==> src/ppmd_pkg.sv <==
// ppmd_pkg: shared types and constants for the PPM pulse train decoder.
// Used by ppmd_edge, ppmd_probe and ppm_pulse_train_decoder_core.
package ppmd_pkg;

    localparam int MAX_CHANNELS_DEF = 8;

    localparam int TIME_W   = 32;
    localparam int SEL_W    = 8;
    localparam int VALUE_W  = 16;
    localparam int COUNT_W  = 4;
    localparam int TMO_W    = 24;
    localparam int CFG_IDX_W  = 3;
    localparam int CFG_DATA_W = 24;

    localparam int S_TDATA_W = 40;   // time_us + channel_select, byte aligned
    localparam int M_TDATA_W = 24;   // result fields, byte aligned

    localparam logic [COUNT_W-1:0] COUNT_MAX = '1;

    // Reset contents of every channel slot
    localparam logic [VALUE_W-1:0] STORE_INIT = 16'd1500;

    localparam logic [VALUE_W-1:0] SYNC_GAP_RST   = 16'd3000;
    localparam logic [VALUE_W-1:0] PULSE_MIN_RST  = 16'd700;
    localparam logic [VALUE_W-1:0] PULSE_MAX_RST  = 16'd2200;
    localparam logic [VALUE_W-1:0] CLAMP_LOW_RST  = 16'd1000;
    localparam logic [VALUE_W-1:0] CLAMP_HIGH_RST = 16'd2000;
    localparam logic [VALUE_W-1:0] CENTER_RST     = 16'd1500;
    localparam logic [TMO_W-1:0]   LINK_TMO_RST   = 24'd500000;

    typedef enum logic {
        OP_EDGE  = 1'b0,
        OP_PROBE = 1'b1
    } opcode_t;

    typedef enum logic [CFG_IDX_W-1:0] {
        CFG_SYNC_GAP   = 3'd0,
        CFG_PULSE_MIN  = 3'd1,
        CFG_PULSE_MAX  = 3'd2,
        CFG_CLAMP_LOW  = 3'd3,
        CFG_CLAMP_HIGH = 3'd4,
        CFG_CENTER     = 3'd5,
        CFG_LINK_TMO   = 3'd6
    } cfg_index_t;

    typedef struct packed {
        logic [VALUE_W-1:0] sync_gap;
        logic [VALUE_W-1:0] pulse_min;
        logic [VALUE_W-1:0] pulse_max;
        logic [VALUE_W-1:0] clamp_low;
        logic [VALUE_W-1:0] clamp_high;
        logic [VALUE_W-1:0] center;
        logic [TMO_W-1:0]   link_tmo;
    } cfg_t;

    typedef struct packed {
        logic [VALUE_W-1:0] channel_value;
        logic [COUNT_W-1:0] channel_count;
        logic               frame_ready;
        logic               link_up;
    } result_t;

endpackage

==> src/ppmd_edge.sv <==
// ppmd_edge: edge timing, interval classification, channel store and frame status.
// Depends on ppmd_pkg.
module ppmd_edge #(
    parameter int MAX_CHANNELS = ppmd_pkg::MAX_CHANNELS_DEF,
    parameter int CNT_W = $clog2(MAX_CHANNELS + 1),
    parameter int IDX_W = (MAX_CHANNELS > 1) ? $clog2(MAX_CHANNELS) : 1
) (
    input  logic                         clk,
    input  logic                         rst_n,
    input  ppmd_pkg::cfg_t               cfg,
    input  logic                         edge_en,
    input  logic                         probe_en,
    input  logic [ppmd_pkg::TIME_W-1:0]  now,
    input  logic [IDX_W-1:0]             rd_index,
    output logic [ppmd_pkg::VALUE_W-1:0] rd_data,
    output logic [CNT_W-1:0]             frame_channels,
    output logic                         frame_pending,
    output logic [ppmd_pkg::TIME_W-1:0]  frame_end_time
);
    import ppmd_pkg::*;

    logic [TIME_W-1:0]  prev_edge_reg;
    logic               edge_seen_reg;
    logic [VALUE_W-1:0] store_reg [MAX_CHANNELS];
    logic [CNT_W-1:0]   capture_idx_reg;
    logic [CNT_W-1:0]   frame_channels_reg;
    logic [TIME_W-1:0]  frame_end_reg;
    logic               frame_pending_reg;

    logic [TIME_W-1:0]  gap;
    logic               is_sync;
    logic               in_window;
    logic               store_free;
    logic               timed_edge;

    assign timed_edge = edge_en && edge_seen_reg;
    assign gap        = now - prev_edge_reg;
    assign is_sync    = gap > TIME_W'(cfg.sync_gap);
    assign in_window  = (gap >= TIME_W'(cfg.pulse_min)) && (gap <= TIME_W'(cfg.pulse_max));
    assign store_free = capture_idx_reg < CNT_W'(MAX_CHANNELS);

    always_ff @(posedge clk or negedge rst_n)
    begin
        if (!rst_n)
        begin
            prev_edge_reg      <= '0;
            edge_seen_reg      <= 1'b0;
            capture_idx_reg    <= '0;
            frame_channels_reg <= '0;
            frame_end_reg      <= '0;
            frame_pending_reg  <= 1'b0;
            for (int i = 0; i < MAX_CHANNELS; i++)
            begin
                store_reg[i] <= STORE_INIT;
            end
        end
        else
        begin
            if (edge_en)
            begin
                prev_edge_reg <= now;
                edge_seen_reg <= 1'b1;
            end
            if (timed_edge)
            begin
                if (is_sync)
                begin
                    // latch the frame only if it carried channels
                    if (capture_idx_reg != '0)
                    begin
                        frame_channels_reg <= capture_idx_reg;
                        frame_end_reg      <= now;
                        frame_pending_reg  <= 1'b1;
                    end
                    capture_idx_reg <= '0;
                end
                else if (in_window && store_free)
                begin
                    store_reg[capture_idx_reg[IDX_W-1:0]] <= gap[VALUE_W-1:0];
                    capture_idx_reg <= capture_idx_reg + 1'b1;
                end
            end
            else if (probe_en)
            begin
                frame_pending_reg <= 1'b0;
            end
        end
    end

    assign rd_data        = store_reg[rd_index];
    assign frame_channels = frame_channels_reg;
    assign frame_pending  = frame_pending_reg;
    assign frame_end_time = frame_end_reg;

    a_idx_bound: assert property (@(posedge clk) disable iff (!rst_n)
        capture_idx_reg <= CNT_W'(MAX_CHANNELS))
        else $error("capture index past store depth");

    a_pending_count: assert property (@(posedge clk) disable iff (!rst_n)
        frame_pending_reg |-> frame_channels_reg != '0)
        else $error("frame pending with empty frame");

    a_probe_clears: assert property (@(posedge clk) disable iff (!rst_n)
        probe_en |=> !frame_pending_reg)
        else $error("probe did not clear frame flag");

endmodule

==> src/ppmd_probe.sv <==
// ppmd_probe: builds the probe result: clamped channel read, saturated count, link test.
// Depends on ppmd_pkg.
module ppmd_probe #(
    parameter int MAX_CHANNELS = ppmd_pkg::MAX_CHANNELS_DEF,
    parameter int CNT_W = $clog2(MAX_CHANNELS + 1)
) (
    input  ppmd_pkg::cfg_t               cfg,
    input  logic [ppmd_pkg::TIME_W-1:0]  now,
    input  logic [ppmd_pkg::SEL_W-1:0]   sel,
    input  logic [ppmd_pkg::VALUE_W-1:0] rd_data,
    input  logic [CNT_W-1:0]             frame_channels,
    input  logic                         frame_pending,
    input  logic [ppmd_pkg::TIME_W-1:0]  frame_end_time,
    output ppmd_pkg::result_t            result
);
    import ppmd_pkg::*;

    localparam int EW = (CNT_W > COUNT_W) ? CNT_W : COUNT_W;

    logic [EW-1:0]      cnt_ext;
    logic [VALUE_W-1:0] clamped;
    logic [TIME_W-1:0]  age;
    logic               sel_ok;

    assign sel_ok  = sel < SEL_W'(MAX_CHANNELS);
    assign cnt_ext = EW'(frame_channels);
    assign age     = now - frame_end_time;

    always_comb
    begin
        // low limit wins over high when the limits are inverted
        priority if (rd_data < cfg.clamp_low)
            clamped = cfg.clamp_low;
        else if (rd_data > cfg.clamp_high)
            clamped = cfg.clamp_high;
        else
            clamped = rd_data;
    end

    always_comb
    begin
        result.channel_value = sel_ok ? clamped : cfg.center;
        result.channel_count = (cnt_ext > EW'(COUNT_MAX)) ? COUNT_MAX
                                                          : cnt_ext[COUNT_W-1:0];
        result.frame_ready   = frame_pending;
        result.link_up       = age < TIME_W'(cfg.link_tmo);
    end

endmodule

==> src/ppm_pulse_train_decoder_core.sv <==
// PPM pulse train decoder top level: input register, config bank, result register.
// A probe passes the input register, then the result register, before it shows on m_*.
// Throughput: one transaction per cycle; an edge in the input register always retires,
// a probe waits while the result register is full and not taken, holding off s_* behind it.
// Reset: asynchronous active-low; config takes reset values, channel slots read 1500.
// Depends on ppmd_pkg, ppmd_edge, ppmd_probe.
module ppm_pulse_train_decoder_core #(
    parameter int MAX_CHANNELS = ppmd_pkg::MAX_CHANNELS_DEF
) (
    input  logic                             clk,
    input  logic                             rst_n,
    // configuration write port
    input  logic                             cfg_wr_en,
    input  logic [ppmd_pkg::CFG_IDX_W-1:0]   cfg_index,
    input  logic [ppmd_pkg::CFG_DATA_W-1:0]  cfg_wr_data,
    // input stream
    input  logic                             s_tvalid,
    output logic                             s_tready,
    input  logic [ppmd_pkg::S_TDATA_W-1:0]   s_tdata,  // time_us[31:0], channel_select[39:32]
    input  logic                             s_tuser,  // opcode[0]
    // result stream
    output logic                             m_tvalid,
    input  logic                             m_tready,
    output logic [ppmd_pkg::M_TDATA_W-1:0]   m_tdata   // channel_value[15:0],
                                                       // channel_count[19:16],
                                                       // frame_ready[20], link_up[21], 0
);
    import ppmd_pkg::*;

    localparam int CNT_W = $clog2(MAX_CHANNELS + 1);
    localparam int IDX_W = (MAX_CHANNELS > 1) ? $clog2(MAX_CHANNELS) : 1;

    cfg_t              cfg_reg;

    logic              in_valid_reg;
    opcode_t           in_op_reg;
    logic [TIME_W-1:0] in_time_reg;
    logic [SEL_W-1:0]  in_sel_reg;

    logic              out_valid_reg;
    result_t           out_reg;

    logic              out_free;
    logic              advance;
    logic              edge_en;
    logic              probe_en;

    logic [VALUE_W-1:0] rd_data;
    logic [CNT_W-1:0]   frame_channels;
    logic               frame_pending;
    logic [TIME_W-1:0]  frame_end_time;
    result_t            result;

    // configuration bank
    always_ff @(posedge clk or negedge rst_n)
    begin
        if (!rst_n)
        begin
            cfg_reg.sync_gap   <= SYNC_GAP_RST;
            cfg_reg.pulse_min  <= PULSE_MIN_RST;
            cfg_reg.pulse_max  <= PULSE_MAX_RST;
            cfg_reg.clamp_low  <= CLAMP_LOW_RST;
            cfg_reg.clamp_high <= CLAMP_HIGH_RST;
            cfg_reg.center     <= CENTER_RST;
            cfg_reg.link_tmo   <= LINK_TMO_RST;
        end
        else if (cfg_wr_en)
        begin
            unique case (cfg_index)
                CFG_SYNC_GAP:   cfg_reg.sync_gap   <= cfg_wr_data[VALUE_W-1:0];
                CFG_PULSE_MIN:  cfg_reg.pulse_min  <= cfg_wr_data[VALUE_W-1:0];
                CFG_PULSE_MAX:  cfg_reg.pulse_max  <= cfg_wr_data[VALUE_W-1:0];
                CFG_CLAMP_LOW:  cfg_reg.clamp_low  <= cfg_wr_data[VALUE_W-1:0];
                CFG_CLAMP_HIGH: cfg_reg.clamp_high <= cfg_wr_data[VALUE_W-1:0];
                CFG_CENTER:     cfg_reg.center     <= cfg_wr_data[VALUE_W-1:0];
                CFG_LINK_TMO:   cfg_reg.link_tmo   <= cfg_wr_data[TMO_W-1:0];
                default:        ;
            endcase
        end
    end

    // edges always retire; a probe waits for room in the result register
    assign out_free = !out_valid_reg || m_tready;
    assign advance  = in_valid_reg && ((in_op_reg == OP_EDGE) || out_free);
    assign edge_en  = advance && (in_op_reg == OP_EDGE);
    assign probe_en = advance && (in_op_reg == OP_PROBE);
    assign s_tready = !in_valid_reg || advance;

    always_ff @(posedge clk or negedge rst_n)
    begin
        if (!rst_n)
            in_valid_reg <= 1'b0;
        else if (s_tready)
            in_valid_reg <= s_tvalid;
    end

    always_ff @(posedge clk)
    begin
        if (s_tready && s_tvalid)
        begin
            in_op_reg   <= opcode_t'(s_tuser);
            in_time_reg <= s_tdata[TIME_W-1:0];
            in_sel_reg  <= s_tdata[TIME_W +: SEL_W];
        end
    end

    ppmd_edge #(
        .MAX_CHANNELS (MAX_CHANNELS),
        .CNT_W        (CNT_W),
        .IDX_W        (IDX_W)
    ) u_edge (
        .clk            (clk),
        .rst_n          (rst_n),
        .cfg            (cfg_reg),
        .edge_en        (edge_en),
        .probe_en       (probe_en),
        .now            (in_time_reg),
        .rd_index       (in_sel_reg[IDX_W-1:0]),
        .rd_data        (rd_data),
        .frame_channels (frame_channels),
        .frame_pending  (frame_pending),
        .frame_end_time (frame_end_time)
    );

    ppmd_probe #(
        .MAX_CHANNELS (MAX_CHANNELS),
        .CNT_W        (CNT_W)
    ) u_probe (
        .cfg            (cfg_reg),
        .now            (in_time_reg),
        .sel            (in_sel_reg),
        .rd_data        (rd_data),
        .frame_channels (frame_channels),
        .frame_pending  (frame_pending),
        .frame_end_time (frame_end_time),
        .result         (result)
    );

    always_ff @(posedge clk or negedge rst_n)
    begin
        if (!rst_n)
            out_valid_reg <= 1'b0;
        else if (out_free)
            out_valid_reg <= probe_en;
    end

    always_ff @(posedge clk)
    begin
        if (probe_en)
            out_reg <= result;
    end

    assign m_tvalid = out_valid_reg;
    assign m_tdata  = {{(M_TDATA_W - $bits(result_t)){1'b0}},
                       out_reg.link_up, out_reg.frame_ready,
                       out_reg.channel_count, out_reg.channel_value};

    a_edge_no_stall: assert property (@(posedge clk) disable iff (!rst_n)
        (in_valid_reg && in_op_reg == OP_EDGE) |-> advance)
        else $error("edge transaction stalled");

    a_hold_input: assert property (@(posedge clk) disable iff (!rst_n)
        (in_valid_reg && !advance) |=> (in_valid_reg && $stable(in_time_reg)
                                        && $stable(in_sel_reg)))
        else $error("stalled input register lost its transaction");

    a_probe_result: assert property (@(posedge clk) disable iff (!rst_n)
        probe_en |=> out_valid_reg)
        else $error("probe produced no result");

    a_no_overwrite: assert property (@(posedge clk) disable iff (!rst_n)
        (out_valid_reg && !m_tready) |-> !probe_en)
        else $error("result register overwritten while held");

endmodule
==> config.mk <==
export PLATFORM = sky130hd
export DESIGN_NAME = ppm_pulse_train_decoder_core
export DESIGN_NICKNAME = d
export VERILOG_FILES = /design/src/ppmd_pkg.sv /design/src/ppmd_edge.sv /design/src/ppmd_probe.sv /design/src/ppm_pulse_train_decoder_core.sv
export SDC_FILE = /design/constraint.sdc
export NUM_CORES = 1
export LEC_CHECK = 0
export ABC_AREA = 1
export BUFFER_PORTS_ARGS = -buffer_cell sky130_fd_sc_hd__clkbuf_2
export CELL_PAD_IN_SITES_DETAIL_PLACEMENT = 0
export CELL_PAD_IN_SITES_GLOBAL_PLACEMENT = 1
export CORE_MARGIN = 4
export CORE_UTILIZATION = 47
export DETAILED_ROUTE_END_ITERATION = 8
export PLACE_DENSITY = 0.82
export SLEW_MARGIN = 20
export SYNTH_ARGS = -nofsm -noshare
export SYNTH_HDL_FRONTEND = slang
export SYNTH_SLANG_ARGS = --single-unit
==> constraint.sdc <==
create_clock -name clk -period 5.7 [get_ports clk]
set_clock_uncertainty 0.1 [all_clocks]
set_input_delay 0 -clock clk [delete_from_list [all_inputs] [get_ports clk]]
set_output_delay 0 -clock clk [all_outputs]
set_load 0.005 [all_outputs]
==> reports/metrics.yaml, run 1 <==
final_layout:
  largest_reg_flops: 128
  drive_above_1_share: 0.116
  final_cells: 3919
  mostFrequentLayoutCell: "nand2_1"
  final_nets: 3458
  nFillCells: 4689
  final_cell_mix: "nand2_1, inv_1, o21ai_0"
  areaGrowthSynthToFinish_pct: 14.8
sta:
  hold_viol: 0
  fin_hold_ws_ps: 28.0
  setup_tns_ps: 0
  setup_viol: 0
  rsz0062_at_grt: "false"
  drv_slew: 0
  finalCritPeriodShare: 0.897
  fin_crit_ps: 5110
  slew_headroom: 0.209
  fin_ws_ps: 586
  fmax_ghz: 0.196
  worstMarginPinSlew_ps: 1180
synthesis:
  yosysWarningCount: 0
  synth.area.top_cells: "dfrtp_1, nand2_1, dfstp_2"
  synth_top_area_cell: "dfrtp_1"
  synthCells: 3062
  ys_ff_latch: 387
  syn_area_um2: 23600
  synth_top_area_share: 0.238
  ys_seq_area_frac: 0.429
  synth_top_flop_cell: "dfrtp_1"
  ys_types: 50
  synth_edf_count: 63
  avgSynthCellArea_um2: 7.71
  async_flop_share: 0.837
grt:
  antenna_found_initial: 4
  grt_pass1_vias: 20700
  grt-ovfl-total: 0
  globalRouteTotalUtil: 0.261
  grt_start_max_net_pins: 165
  grt_pass1_wl_mm: 112
cts:
  clk_pin_slew_ps: 60
  cts_tree: "done"
  clock_sinks: 387
  numCtsBuffers: 45
  clockBufferDepth: 3
  ctsResizeCount: 0
  cts_root_buf: "clkbuf_16"
  clk_latency_ps: 590
  htreeDepth: 2
routing:
  dr.pass1.iters: 5
  wl_per_cell_um: 17.9
  antenna_left: 0
  finalWirelength_mm: 70.1
  via_count: 20800
  post-route-drc-count: 0
  drtIter0Drc: 1652
  via_per_inst: 5.30
power_and_ir_drop:
  p_leak_nw: 13.5
  powerDensity_nw_per_um2: 322
  vdd_drop_max_uv: 244
worst_setup_path:
  critPathMaxFanout: 112
  ff2ff_setup_slack_ps: 590
  r2r-start: "in_time_reg[2]"
  required_ps: 6120
  critPathKind: "reg -> reg"
  startpoint: "in_time_reg[2]"
  endpoint: "u_edge.store_reg[124]"
  rr_endpoint: "u_edge.store_reg[124]"
  crit_path_end_kind: "flip-flop"
  worstRegToRegCells: 24
  critPathLaunchType: "flip-flop"
  cp.arrival_ps: 5530
floorplanning:
  start_util: 0.479
  die_x_um: 232
  row_count: 81
  die_h_um: 232
  core_area_um2: 49400
  ioPinCount: 99
  dieArea_um2: 53900
placed_design:
  placed_cells: 3747
  gp_congestion: 0.884
  place.detailed.hpwl_mm: 48.4
  port_buffers: 96
  dp_worst_setup_slack_ps: 607
run:
  max_cap_violations: 0
hold_path:
  hold_path_class: "in -> reg"
outcome:
  status: "complete, no violations"
## stage by stage
stage          instance area, um^2  utilization  power (mW)
6_report                     27100        0.549        8.72
5_1_grt                      27100        0.549        9.26
4_1_cts                      27100        0.549        8.77
3_5_place_dp                 24700        0.500        5.65
3_3_place_gp                 24700        0.500        5.58
2_1_floorplan                23600            -        4.83
## power breakdown
part	internal (mW)	switching, mW
Combinational	0.855	1.60
Sequential	3.09	0.131
Clock	1.82	1.22
## layer usage
metal	part of all wire	GRT usage	vias to the layer above	wire, um
li1	-	-	10300	-
met2	0.48	0.442	550	33600
met3	0.049	0.0331	142	3440
met1	0.43	0.336	9815	29900
met4	0.046	0.114	0	3250
met5	0	0	-	0
## critical path, stage by stage, from the launching register on
cell and delay (ps):
edfxtp_1 490, ha_1 450, nand2_1 80, nand2_1 90, inv_2 40, nand2_2 90, nand2_1 70, nand2_2 100
xor2_1 770, ha_1 400, a21o_1 190, nor2_1 120, nand2_1 60, nand2_1 50, nand2_1 40, nand2_1 200
nand3_1 110, nor2_1 120, nand2_1 60, nor2_1 110, nand2_2 120, nor2_4 390, buf_12 450, nand4_1 170
nand2_1 120
## kinds of logic after synthesis
logic type,after synthesis,share of synthesized area
other,1,0.000159
XOR/XNOR,42,0.0156
AND/OR/NAND/NOR,1430,0.261
flip-flops,387,0.429
buffers and inverters,543,0.0946
adder cells (fa/ha/maj),168,0.0896
AO/OA/AOI/OAI,491,0.110
## cell usage after synthesis (27+ instances only)
library cell	n
o21ai_1	27
o21ai_0	285
nand4_1	145
clkbuf_1	84
xor2_1	34
edfxtp_1	63
dfstp_2	99
nand2_1	929
inv_1	400
dfrtp_1	225
nor2_1	201
ha_1	166
nand3_1	88
a21oi_1	112
o22ai_1	30
## worst min-delay path by stage
stage                     start               to  slack [ps]  cells past startpoint
floorplan                 rst_n       cfg_reg[0]        -400                      0
global placement          rst_n      cfg_reg[29]         -20                      1
detailed placement        rst_n      cfg_reg[29]          -4                      1
CTS                 s_tdata[31]  in_time_reg[31]         0.7                      2
global route        s_tdata[36]    in_sel_reg[4]          20                      2
finish              s_tdata[33]    in_sel_reg[1]          30                      2
## final cells by class
type	instances	area, um^2	share of cell area
diodes	1	2.50	0.0000923
clock buffers	62	1250	0.0461
clock inverters	22	303	0.0112
inverters	422	1580	0.0584
multi-input cells	2133	11300	0.417
flip-flops and latches	387	10100	0.373
well taps	664	831	0.0306
repair buffers	228	1720	0.0636
## timing repair
action	4_1_cts	5_1_grt
hold buffers	87	0
setup buffers	0	0
endpoints found under the hold margin	265	0
No activity file was read; power rests on OpenSTA's default activity.
==> run 2, diff against run 1 <==
--- a/config.mk
+++ b/config.mk
@@ -10,9 +10,9 @@
 export CELL_PAD_IN_SITES_DETAIL_PLACEMENT = 0
 export CELL_PAD_IN_SITES_GLOBAL_PLACEMENT = 1
 export CORE_MARGIN = 4
-export CORE_UTILIZATION = 47
+export CORE_UTILIZATION = 35
 export DETAILED_ROUTE_END_ITERATION = 8
-export PLACE_DENSITY = 0.82
+export PLACE_DENSITY = 0.64
 export SLEW_MARGIN = 20
 export SYNTH_ARGS = -nofsm -noshare
 export SYNTH_HDL_FRONTEND = slang
==> reports/metrics.yaml, run 2 (synthesis results as in run 1) <==
power_and_ir_drop:
  powerDensity_nw_per_um2: 315  # -2.0%
  vdd_drop_max_uv: 225  # -7.7%
  p_leak_nw: 13.6  # +0.35%
floorplanning:
  ioPinCount: 99  # unchanged
  start_util: 0.356  # -0.122
  dieArea_um2: 71700  # +33%
  row_count: 94  # +16%
  core_area_um2: 66300  # +34%
  die_x_um: 268  # +15%
  die_h_um: 268  # +15%
sta:
  setup_tns_ps: 0  # unchanged
  hold_viol: 5  # +5
  fin_hold_ws_ps: -17.1  # -45.1 ps
  finalCritPeriodShare: 0.882  # -0.0152
  fin_ws_ps: 672  # +86.4 ps
  setup_viol: 0  # unchanged
  worstMarginPinSlew_ps: 1070  # -110 ps
  drv_slew: 0  # unchanged
  slew_headroom: 0.284  # +0.0753
  rsz0062_at_grt: "false"
  fin_crit_ps: 5030  # -86.4 ps
  fmax_ghz: 0.199  # +1.7%
placed_design:
  gp_congestion: 0.844  # -4.5%
  dp_worst_setup_slack_ps: 767  # +160 ps
  dpl_cell_area_um2: 25000  # +1.2%
  port_buffers: 96  # unchanged
  place.detailed.hpwl_mm: 51.1  # +5.6%
routing:
  antenna_left: 0  # unchanged
  post-route-drc-count: 0  # unchanged
  dr.pass1.iters: 5  # unchanged
  finalWirelength_mm: 73.8  # +5.2%
  wl_met2_mm: 35.0  # +4.4%
  wl_met1_mm: 33.5  # +12%
  top_layer: "met4"
  drtIter0Drc: 1653  # +0.061%
  via_per_inst: 4.98  # -6.0%
  via_count: 20600  # -0.69%
  met3WireLength_mm: 3.25  # -5.5%
  wl_per_cell_um: 17.8  # -0.35%
worst_setup_path:
  required_ps: 6120  # about the same
  r2r-start: "in_time_reg[0]"
  crit_path_end_kind: "flip-flop"
  critPathMaxFanout: 131  # +17%
  cpPeakStageDelay_ps: 780  # about the same
  cp_top_family: "simple AND/OR/NAND/NOR gates"
  worstRegToRegCells: 25  # +4.2%
  path_buf_inv: 5  # +3
  slowest_stage: "xor2_1"
  ff2ff_setup_slack_ps: 670  # +90 ps
  critPathLaunchType: "flip-flop"
  cp.arrival_ps: 5450  # -80 ps
  crit_top_cell: "nand2_1"
  rr_endpoint: "u_edge.store_reg[71]"
  critPathKind: "reg -> reg"
cts:
  cts_hold_buf: 102  # +17%
  cts_root_buf: "clkbuf_16"
  clock_sinks: 387  # unchanged
  ctsResizeCount: 0  # unchanged
  htreeDepth: 2  # unchanged
  clockBufferDepth: 3  # unchanged
  clk_latency_ps: 610  # +20 ps
  numCtsBuffers: 46  # +2.2%
  clk_pin_slew_ps: 60  # about the same
  cts_tree: "done"
  postCtsSetupRepairBufs: 0  # unchanged
final_layout:
  drive_above_1_share: 0.115  # -0.000708
  final_nets: 3477  # +0.55%
  largest_reg_flops: 128  # unchanged
  areaGrowthSynthToFinish_pct: 16.4
  mostFrequentLayoutCell: "nand2_1"
  fin_area_um2: 27500  # +1.4%
  final_cell_mix: "nand2_1, inv_1, o21ai_0"
  fin_util: 0.414  # -0.135
grt:
  antenna_found_initial: 4  # unchanged
  grt_pass1_vias: 20300  # -2.2%
  grt_start_max_net_pins: 132  # -20%
  grt_pass1_wl_mm: 117  # +4.6%
  grt-ovfl-total: 0  # unchanged
  globalRouteTotalUtil: 0.207  # -0.0542
run:
  max_cap_violations: 0  # unchanged
outcome:
  status: "finished, violations left"
  violations: "negative hold slack"
hold_path:
  min_to: "cfg_reg[61]"
  hold_depth: 3  # +1
  hold_start: "cfg_index[0]"
  hold_path_class: "in -> reg"
[run 2: worst register-to-register path: cells and delay by family, from the launching register on]
family | cells | cell delay (ps)
XOR/XNOR | 1 | 780
buffers and inverters | 5 | 990
flip-flops | 1 | 450
AO/OA/AOI/OAI | 2 | 190
adder cells (fa/ha/maj) | 3 | 990
AND/OR/NAND/NOR | 14 | 1450
[run 2: worst max path at each step]
stage	from	endpoint	slack, ps	cells past startpoint
final	in_time_reg[0]	u_edge.store_reg[71]	670	25
after global routing	in_time_reg[0]	u_edge.store_reg[101]	360	26
after CTS	in_time_reg[0]	u_edge.store_reg[73]	760	25
after global placement	in_time_reg[0]	u_edge.store_reg[65]	790	26
after detailed placement	in_time_reg[0]	u_edge.store_reg[72]	770	25
after floorplan	in_time_reg[0]	u_edge.store_reg[101]	1650	27
[run 2: routing by layer]
layer | global-route usage | vias up
met2 | 0.351 | 458
met5 | 0 | -
met1 | 0.280 | 9751
met3 | 0.0257 | 106
li1 | - | 10300
met4 | 0.0578 | 0
[run 2: area by class of cell]
class                      count  area [um^2]
fill                        6804        38900
clock inverter                25          270
timing repair buffer         246         1900
multi-input combinational   2133        11300
sequential                   387        10100
tap                          864         1080
antenna                        1         2.50
clock buffer                  61         1220
inverter                     422         1580
[run 2: report_power, final]
group | internal, mW | switching [mW]
Clock | 1.70 | 1.27
Combinational | 0.865 | 1.61
Sequential | 3.09 | 0.133
Total | 5.65 | 3.01
[run 2: per-stage QoR]
step           power, mW  cells
4_1_cts             8.78   4138
3_3_place_gp        5.65   3950
5_1_grt             9.24   4138
3_5_place_dp        5.70   3950
6_report            8.66   4139
2_1_floorplan       4.83   3063
